<file path="config.mk">
export PLATFORM = sky130hd
export DESIGN_NAME = tsm_ctrl
export DESIGN_NICKNAME = d
export VERILOG_FILES = /design/src/hdl/tsm_pkg.sv /design/src/hdl/tsm_ctrl.sv
export VERILOG_INCLUDE_DIRS = /design/src /design/src/hdl
export SDC_FILE = /design/constraint.sdc
export NUM_CORES = 1
export LEC_CHECK = 0
export BUFFER_PORTS_ARGS = -buffer_cell sky130_fd_sc_hd__buf_2
export CAP_MARGIN = 0
export CORE_MARGIN = 1
export CORE_UTILIZATION = 35
export CTS_BUF_LIST = sky130_fd_sc_hd__clkbuf_16
export CTS_CLUSTER_DIAMETER = 50
export CTS_CLUSTER_SIZE = 30
export DETAILED_ROUTE_END_ITERATION = 7
export SKIP_CTS_REPAIR_TIMING = 1
export SYNTH_ARGS = -nofsm -noshare
export SYNTH_HDL_FRONTEND = slang
export SYNTH_SLANG_ARGS = --single-unit
</file>
<file path="constraint.sdc">
create_clock -name clk -period 2.4 [get_ports clk]
set_input_delay 0.6 -clock clk [delete_from_list [all_inputs] [get_ports clk]]
set_output_delay 0.6 -clock clk [all_outputs]
set_load 0.02 [all_outputs]
</file>
<file path="src/hdl/typed_stack_machine_alu_defines.svh">
// Assertion macros shared by the stack machine RTL.
`ifndef TYPED_STACK_MACHINE_ALU_DEFINES_SVH
`define TYPED_STACK_MACHINE_ALU_DEFINES_SVH

// Same-cycle implication, disabled during reset.
`define TSM_ASSERT_IMPLY(label, clk, rst, ante, cons) \
  label: assert property (@(posedge clk) disable iff (rst) (ante) |-> (cons)) \
    else $error("stack machine check failed");

// Next-cycle implication, disabled during reset.
`define TSM_ASSERT_NEXT(label, clk, rst, ante, cons) \
  label: assert property (@(posedge clk) disable iff (rst) (ante) |=> (cons)) \
    else $error("stack machine check failed");

`endif

</file>
<file path="src/hdl/tsm_pkg.sv">
// Shared types, instruction codes and decode for the stack machine.
package tsm_pkg;

  localparam int DEFAULT_STACK_DEPTH = 64;

  localparam logic [4:0] K_PUSH   = 5'd0;
  localparam logic [4:0] K_ADD    = 5'd1;
  localparam logic [4:0] K_SUB    = 5'd2;
  localparam logic [4:0] K_MUL    = 5'd3;
  localparam logic [4:0] K_DIVMOD = 5'd4;
  localparam logic [4:0] K_LT     = 5'd5;
  localparam logic [4:0] K_GT     = 5'd6;
  localparam logic [4:0] K_LE     = 5'd7;
  localparam logic [4:0] K_GE     = 5'd8;
  localparam logic [4:0] K_EQ     = 5'd9;
  localparam logic [4:0] K_NE     = 5'd10;
  localparam logic [4:0] K_SHR    = 5'd11;
  localparam logic [4:0] K_SHL    = 5'd12;
  localparam logic [4:0] K_OR     = 5'd13;
  localparam logic [4:0] K_AND    = 5'd14;
  localparam logic [4:0] K_NOT    = 5'd15;
  localparam logic [4:0] K_CASTB  = 5'd16;
  localparam logic [4:0] K_CASTI  = 5'd17;
  localparam logic [4:0] K_CASTP  = 5'd18;
  localparam logic [4:0] K_PRINT  = 5'd19;
  localparam logic [4:0] K_DUP    = 5'd20;
  localparam logic [4:0] K_DROP   = 5'd21;
  localparam logic [4:0] K_SWAP   = 5'd22;
  localparam logic [4:0] K_ROT    = 5'd23;
  localparam logic [4:0] K_OVER   = 5'd24;
  localparam logic [4:0] K_MAX    = 5'd25;

  localparam logic [1:0] TAG_INT  = 2'd0;
  localparam logic [1:0] TAG_BOOL = 2'd1;
  localparam logic [1:0] TAG_PTR  = 2'd2;
  localparam logic [1:0] TAG_ADDR = 2'd3;

  localparam logic [1:0] F_OK    = 2'd0;
  localparam logic [1:0] F_UNDER = 2'd1;
  localparam logic [1:0] F_OVER  = 2'd2;
  localparam logic [1:0] F_DIV0  = 2'd3;

  typedef struct packed {
    logic       legal;
    logic [1:0] need;
    logic       grow;
    logic [1:0] nwr;
    logic       is_md;
  } dec_t;

  // Controller to datapath commands.
  typedef struct packed {
    logic       latch;
    logic       fault_ld;
    logic       div_flt;
    logic       rd_en;
    logic       cap;
    logic [1:0] idx;
    logic       md_start;
    logic       exec;
    logic       wr_en;
    logic       commit;
    logic       resp_ld;
  } cmd_t;

  // Datapath to controller status.
  typedef struct packed {
    logic [1:0] need;
    logic [1:0] nwr;
    logic       is_md;
    logic       stk_fault;
    logic       div_zero;
    logic       md_busy;
  } status_t;

  function automatic dec_t decode(input logic [4:0] kind);
    dec_t d;
    d = '0;
    unique case (kind)
      K_PUSH: begin
        d = '{legal: 1'b1, need: 2'd0, grow: 1'b1, nwr: 2'd1, is_md: 1'b0};
      end
      K_ADD, K_SUB, K_LT, K_GT, K_LE, K_GE, K_EQ, K_NE, K_SHR, K_SHL, K_OR, K_AND,
      K_MAX, K_OVER: begin
        d = '{legal: 1'b1, need: 2'd2, grow: (kind == K_OVER), nwr: 2'd1, is_md: 1'b0};
      end
      K_MUL: begin
        d = '{legal: 1'b1, need: 2'd2, grow: 1'b0, nwr: 2'd1, is_md: 1'b1};
      end
      K_DIVMOD: begin
        d = '{legal: 1'b1, need: 2'd2, grow: 1'b0, nwr: 2'd2, is_md: 1'b1};
      end
      K_NOT, K_CASTB, K_CASTI, K_CASTP: begin
        d = '{legal: 1'b1, need: 2'd1, grow: 1'b0, nwr: 2'd1, is_md: 1'b0};
      end
      K_PRINT, K_DROP: begin
        d = '{legal: 1'b1, need: 2'd1, grow: 1'b0, nwr: 2'd0, is_md: 1'b0};
      end
      K_DUP: begin
        d = '{legal: 1'b1, need: 2'd1, grow: 1'b1, nwr: 2'd1, is_md: 1'b0};
      end
      K_SWAP: begin
        d = '{legal: 1'b1, need: 2'd2, grow: 1'b0, nwr: 2'd2, is_md: 1'b0};
      end
      K_ROT: begin
        d = '{legal: 1'b1, need: 2'd3, grow: 1'b0, nwr: 2'd3, is_md: 1'b0};
      end
      default: d = '0;
    endcase
    return d;
  endfunction

endpackage

</file>
<file path="src/hdl/tsm_ctrl.sv">
// Controller: sequences reads, execution, writes and the response of one instruction.
`include "typed_stack_machine_alu_defines.svh"

module tsm_ctrl (
  input  logic              clk,
  input  logic              rst,
  input  logic              start,
  output logic              busy,
  output logic              done,
  output tsm_pkg::cmd_t     cmd,
  input  tsm_pkg::status_t  status
);

  typedef enum logic [3:0] {
    S_IDLE, S_CHECK, S_RD, S_CAP, S_EXEC, S_MD_WAIT, S_LOAD, S_WR, S_COMMIT,
    S_TOP_RD, S_TOP_CAP
  } state_t;

  state_t     state;
  logic [1:0] k;

  always_comb begin
    cmd = '0;
    unique case (state)
      S_IDLE:    cmd.latch = start && !busy;
      S_CHECK:   cmd.fault_ld = 1'b1;
      S_RD: begin
        cmd.rd_en = 1'b1;
        cmd.idx   = k;
      end
      S_CAP: begin
        cmd.cap = 1'b1;
        cmd.idx = k;
      end
      S_EXEC: begin
        cmd.div_flt  = status.div_zero;
        cmd.md_start = !status.div_zero && status.is_md;
        cmd.exec     = !status.div_zero && !status.is_md;
      end
      S_MD_WAIT: ;
      S_LOAD:    cmd.exec = 1'b1;
      S_WR: begin
        cmd.wr_en = 1'b1;
        cmd.idx   = k;
      end
      S_COMMIT:  cmd.commit = 1'b1;
      S_TOP_RD: begin
        cmd.rd_en = 1'b1;
        cmd.idx   = 2'd1;
      end
      S_TOP_CAP: cmd.resp_ld = 1'b1;
      default: ;
    endcase
  end

  always_ff @(posedge clk) begin
    if (rst) begin
      state <= S_IDLE;
      busy  <= 1'b0;
      done  <= 1'b0;
      k     <= '0;
    end else begin
      done <= 1'b0;
      unique case (state)
        S_IDLE: begin
          if (start && !busy) begin
            busy  <= 1'b1;
            state <= S_CHECK;
          end
        end
        S_CHECK: begin
          k <= 2'd1;
          if (status.stk_fault) state <= S_TOP_RD;
          else if (status.need == 2'd0) state <= S_EXEC;
          else state <= S_RD;
        end
        S_RD: state <= S_CAP;
        S_CAP: begin
          if (k == status.need) begin
            state <= S_EXEC;
          end else begin
            k     <= k + 2'd1;
            state <= S_RD;
          end
        end
        S_EXEC: begin
          k <= '0;
          if (status.div_zero) state <= S_TOP_RD;
          else if (status.is_md) state <= S_MD_WAIT;
          else if (status.nwr == 2'd0) state <= S_COMMIT;
          else state <= S_WR;
        end
        S_MD_WAIT: if (!status.md_busy) state <= S_LOAD;
        S_LOAD: state <= S_WR;
        S_WR: begin
          if (k == status.nwr - 2'd1) state <= S_COMMIT;
          else k <= k + 2'd1;
        end
        S_COMMIT: state <= S_TOP_RD;
        S_TOP_RD: state <= S_TOP_CAP;
        S_TOP_CAP: begin
          done  <= 1'b1;
          busy  <= 1'b0;
          state <= S_IDLE;
        end
        default: state <= S_IDLE;
      endcase
    end
  end

  `TSM_ASSERT_IMPLY(a_done_idle, clk, rst, done, !busy)
  `TSM_ASSERT_NEXT(a_done_pulse, clk, rst, done, !done)
  `TSM_ASSERT_NEXT(a_accept_busy, clk, rst, start && !busy, busy && !done)

endmodule

</file>
==> results of run 1 <==
how the worst max path moves through the flow:
| stage | end | slack (ns) | depth (start not counted) |
|---|---|---|---|
| after floorplan | cmd[11] | 0.28 | 2 |
| after global placement | state[0] | 0.34 | 8 |
| after detailed placement | state[0] | 0.29 | 8 |
| after CTS | cmd[9] | 0.24 | 3 |
| after global routing | cmd[9] | 0.13 | 3 |
| final | cmd[9] | 0.23 | 3 |
final cells by class:
| type | instances | area, µm² |
|---|---|---|
| Clock buffer | 3 | 75.1 |
| Fill cell | 221 | 1180 |
| Inverter | 6 | 22.5 |
| Multi-Input combinational cell | 89 | 572 |
| Sequential cell | 8 | 160 |
| Tap cell | 28 | 35.0 |
| Timing Repair Buffer | 28 | 150 |
power groups by stage:
stage	Clock, µW	Sequential [µW]	Combinational [µW]
final	281	253	592
after global routing	291	262	650
after CTS	284	252	590
after detailed placement	0	255	586
after global placement	0	255	585
after floorplan	0	201	493
registers in the layout (all words and copies together) (netlist names):
name,cells
state,4
k,2
busy,1
done,1
kinds of logic after synthesis:
family	after synthesis	synth area share, %
xor gates and xnor gates	5	7.30
adders and majority gates	1	1.55
AOI/OAI and AO/OA	32	27.8
DFF	8	19.9
buffers and inverters	16	9.16
and+or+nand+nor	51	34.3
worst max-delay path: stages (launching register included):
cell and delay (ns):
dfxtp_1 0.53, nand2b_1 0.25, nor4b_1 0.34, buf_2 0.22
metal layers:
layer / track usage, % / part of all wire, % / routed length (µm) / vias to the layer above
li1: - / - / - / 458
met1: 25.1 / 45 / 998 / 437
met3: 3.70 / 5.3 / 118 / 0
met4: 1.90 / 0 / 0 / 0
met5: 0 / 0 / 0 / -
met2: 31.6 / 50 / 1130 / 25
stage by stage:
stage	power, µW	hold slack (ns)	instances
floorplan	694	0.526	113
global placement	840	0.487	159
detailed placement	841	0.510	159
CTS	1130	0.548	162
global route	1200	0.564	162
finish	1130	0.542	162
layout by cell type (no fill, tap or decap), types with 2 or more instances in the layout:
cell	n
a21o_1	2
a21oi_1	7
a21oi_2	2
a311oi_1	2
a31oi_1	4
and3_1	2
buf_2	24
buf_4	4
clkbuf_16	3
dfxtp_1	8
inv_1	6
nand2_1	8
nand2b_1	5
nand3_1	5
nor2_1	11
nor3_1	6
nor4_1	2
nor4b_1	3
o2111ai_1	3
o21ai_0	4
o32a_1	2
or3_1	3
xor2_1	2
==> results.py, run 1 <==
metrics = {
    "sta": {
        "setup_slack_ns": 0.229,
        "drv_slew": 0,
        "period_minus_slack_ns": 2.17,
        "tightestPinTransition_ns": 0.525,
        "maxSlewHeadroom_pct": 65.0,
        "clock.fmax_ghz": 0.461,
        "fin_crit_sh_pct": 90.4,
        "setup_viol": 0,
        "hold_viol_final": 0,
        "finalSetupTns_ns": 0,
        "clock_skew_ns": 0.00169,
        "grt_setup_unrepaired": "false",
    },
    "hold_path": {
        "worstHoldPathCells": 2,
        "hold_end": "busy",
        "worstHoldStart": "busy",
        "hold_path.class": "reg -> reg",
    },
    "power": {
        "power.density_nw_per_um2": 1110,
        "ir_drop_mv": 0.646,
        "pwr-share-seq_pct": 22.4,
        "intPower_uw": 626,
        "pwr-share-clk_pct": 25.0,
        "p_comb_share_pct": 52.6,
        "p_sw_share_pct": 44.4,
        "leakagePower_uw": 0.000444,
        "switchingPower_uw": 500,
    },
    "yosys": {
        "yosys.area.top_type": "dfxtp_1",
        "synth-async-reset-ratio_pct": 0,
        "synth.yosys.seq_area_share_pct": 19.9,
        "synth_edf_count": 0,
        "synth_common_cells": "11 x nor2_1, 8 x dfxtp_1, 8 x nand2_1",
        "synth_area_per_cell_um2": 7.13,
        "netlist_instances": 113,
        "ys_types": 40,
        "ys_warn_count": 0,
        "synth.net_count": 125,
        "synth_top_area_share_pct": 19.9,
        "yosysMostFrequentCell": "nor2_1",
        "synth_top_flop_cell": "dfxtp_1",
        "synth.area.top_cells": "dfxtp_1 20%, nor2_1 5.1%, a21oi_1 4.3%",
        "ys_ff_latch": 8,
        "syn-cell-area_um2": 806,
    },
    "cts": {
        "cts_buffers": 3,
        "clockRootBuffer": "clkbuf_16",
        "cts_buffer_depth": 2,
        "cts.reportedPaths.clkPinSlew_ns": 0.04,
        "tritoncts": "yes",
        "clock-sinks": 8,
        "clock_latency_ns": 0.23,
        "cts_max_level": 1,
    },
    "job": {
        "cap_violations": 0,
    },
    "routing": {
        "vias_per_cell": 5.68,
        "drt_iter0_drc": 22,
        "post_drt_wl_per_cell_um": 13.8,
        "first_pass_iters": 4,
        "drc": 0,
        "drt_wl_total_mm": 2.24,
        "via_count": 920,
        "ant_nets": 0,
    },
    "die": {
        "ios": 25,
        "die-area_um2": 2500,
        "core_area_um2": 2190,
        "rows": 17,
        "die_x_um": 50.0,
        "initial_core_util_pct": 36.8,
        "die_y_um": 50.0,
    },
    "setup_path": {
        "critPathKind": "reg -> out",
        "startpoint": "state[2]",
        "worstPathRequired_ns": 1.80,
        "worstPathMaxFanout": 11,
        "r2r_setup_slack_ns": 0.63,
        "crit_arrival_ns": 1.57,
        "start_kind": "flip-flop",
        "crit_path_end_kind": "output port",
        "reg2reg_from": "state[3]",
        "worstReg2RegEnd": "state[2]",
        "rr_worst_depth": 5,
    },
    "layout": {
        "drive_gt1_share_pct": 29.1,
        "final_util_pct": 46.3,
        "final_nets": 148,
        "area_growth_pct": 25.9,
        "antenna_cells": 0,
        "postLayoutCellArea_um2": 1010,
    },
    "placement": {
        "placed_area_um2": 940,
        "io_buffers": 24,
        "hpwl_mm": 1.70,
        "dp_slack_ns": 0.295,
        "place.gp.congestion": 0.835,
    },
    "grt": {
        "grt_use_total_pct": 18.8,
        "grt_pass1_wl_mm": 3.65,
        "antenna_found_initial": 0,
        "grt-ovfl-total": 0,
        "grt_max_degree": 21,
        "grt_pass1_vias": 816,
    },
    "outcome": {
        "status": "finished, final reports clean",
    },
}
Power figures use the tool's default switching activity.
==> run 2, diff against run 1 <==
==> constraint.sdc (replaced) <==
create_clock -name clk -period 2.71 [get_ports clk]
set_input_delay 0.6775 -clock clk [delete_from_list [all_inputs] [get_ports clk]]
set_output_delay 0.6775 -clock clk [all_outputs]
set_load 0.02 [all_outputs]
==> run 2 against run 1 <==
Against the previous run: largest power group unchanged; count of clock-buffer cells in the layout is the same; setup slack gained 0.20 ns; global-route usage shrank 0.19 points; combinational power shrank 13%; design area shrank 0.74%; utilization shrank 0.34 points; critical path depth is the same; largest cell class unchanged.
==> results.py, run 2 (same netlist as run 1, synthesis figures left out) <==
metrics = {
    "outcome": {
        "status": "finished, final reports clean",
    },
    "sta": {
        "grt_setup_unrepaired": "false",
        "clock.fmax_ghz": 0.439,
        "maxSlewHeadroom_pct": 54.2,
        "finalSetupTns_ns": 0,
        "setup_slack_ns": 0.432,
        "tightestPinTransition_ns": 0.686,
        "timing.hold.ws_ns": 0.502,
        "hold_viol_final": 0,
        "setup_viol": 0,
        "drv_slew": 0,
        "period_minus_slack_ns": 2.28,
        "clock_skew_ns": 0.000578,
        "fin_crit_sh_pct": 84.1,
    },
    "setup_path": {
        "worstPathMaxFanout": 22,
        "critPathKind": "reg -> out",
        "crit_path_end_kind": "output port",
        "worstPathRequired_ns": 2.03,
        "startpoint": "state[3]",
        "critPathBufInv": 1,
        "path_delay_family": "flip-flops",
        "slowest_stage": "dfxtp_1",
        "reg2reg_from": "state[3]",
        "path_cells": "nor2_1 -> and3_2 -> buf_2",
        "crit_arrival_ns": 1.60,
        "path_depth": 3,
        "start_kind": "flip-flop",
        "rr_worst_depth": 5,
        "slowest_delay_ns": 0.75,
    },
    "routing": {
        "via_count": 895,
        "first_pass_iters": 4,
        "vias_per_cell": 5.56,
        "drc": 0,
        "drt_iter0_drc": 33,
        "drt_wl_total_mm": 2.14,
        "ant_nets": 0,
        "post_drt_wl_per_cell_um": 13.3,
    },
    "layout": {
        "largest_reg_flops": 4,
        "final_cell_mix": "24 x buf_2, 11 x nor2_1, 8 x nand2_1, 8 x dfxtp_1, 7 x a21oi_1",
        "fill_cells": 239,
        "antenna_cells": 0,
        "final_nets": 147,
        "reg.largest.list": "state (4), k (2)",
        "final_common_cell": "buf_2",
        "drive_gt1_share_pct": 28.6,
        "area_growth_pct": 25.0,
        "top_register": "state",
    },
    "grt": {
        "antenna_found_initial": 0,
        "grt_use_total_pct": 18.6,
        "grt_pass1_vias": 729,
        "grt_pass1_wl_mm": 3.43,
        "grt-ovfl-total": 0,
        "grt_max_degree": 23,
    },
    "die": {
        "rows": 17,
        "die-area_um2": 2500,
        "die_x_um": 50.0,
        "core_area_um2": 2190,
        "ios": 25,
        "die_y_um": 50.0,
        "initial_core_util_pct": 36.8,
    },
    "cts": {
        "cts_buffers": 3,
        "cts.reportedPaths.clkPinSlew_ns": 0.04,
        "tritoncts": "yes",
        "cts_max_level": 1,
        "clockRootBuffer": "clkbuf_16",
        "clock_latency_ns": 0.24,
        "cts_buffer_depth": 2,
        "clock-sinks": 8,
    },
    "placement": {
        "io_buffers": 24,
        "hpwl_mm": 1.55,
        "place.gp.congestion": 0.858,
        "dp_slack_ns": 0.528,
    },
    "job": {
        "cap_violations": 0,
    },
    "hold_path": {
        "hold_path.class": "reg -> reg",
        "worstHoldStart": "busy",
        "worstHoldPathCells": 2,
    },
    "power": {
        "leakagePower_uw": 0.000438,
        "power.density_nw_per_um2": 978,
        "ir_drop_mv": 0.557,
    },
}
-- run 2: cell count changes in the layout (fill, tap and decap cells not counted) --
cell / previous run / this run
buf_4: 4 / 3
-- run 2: final cells by class --
class / instances / area [µm²] / area share, %
Inverter: 6 / 22.5 / 2.24
Clock buffer: 3 / 75.1 / 7.45
Sequential cell: 8 / 160 / 15.9
Timing Repair Buffer: 27 / 143 / 14.2
Multi-Input combinational cell: 89 / 572 / 56.8
Tap cell: 28 / 35.0 / 3.48
-- run 2: final timing paths --
path	to	slack [ns]
min	busy	0.50
max reg2reg	state[2]	0.78
min reg2reg	busy	0.50
max	cmd[6]	0.43
-- run 2: where the power goes --
group	internal, µW	leakage (µW)	total (µW)	switching (µW)
logic	208	0.000336	515	307
clock network	191	0.0000370	253	62.5
registers	151	0.0000655	217	66.2
-- run 2: per-stage QoR --
stage               instances  util (%)  power (µW)  cell area (µm²)
floorplan                 113         -         615              806
global placement          158      42.5         731              932
detailed placement        158      42.5         730              932
CTS                       161      46.0         986             1010
global route              161      46.0        1060             1010
finish                    161      46.0         986             1010
-- run 2: metal layers --
layer  track usage, %  share of wire [%]  up-vias
met3             7.10                6.2        4
met2             26.2                 45       20
met1             25.0                 47      415
li1                 -                  -      456
met4             7.14                1.6        0
met5                0                  0        -
-- run 2: worst min-delay path, stage by stage (launching register included) --
cell,delay (ns)
dfxtp_1,0.31
nor2_1,0.10
nor3_1,0.05
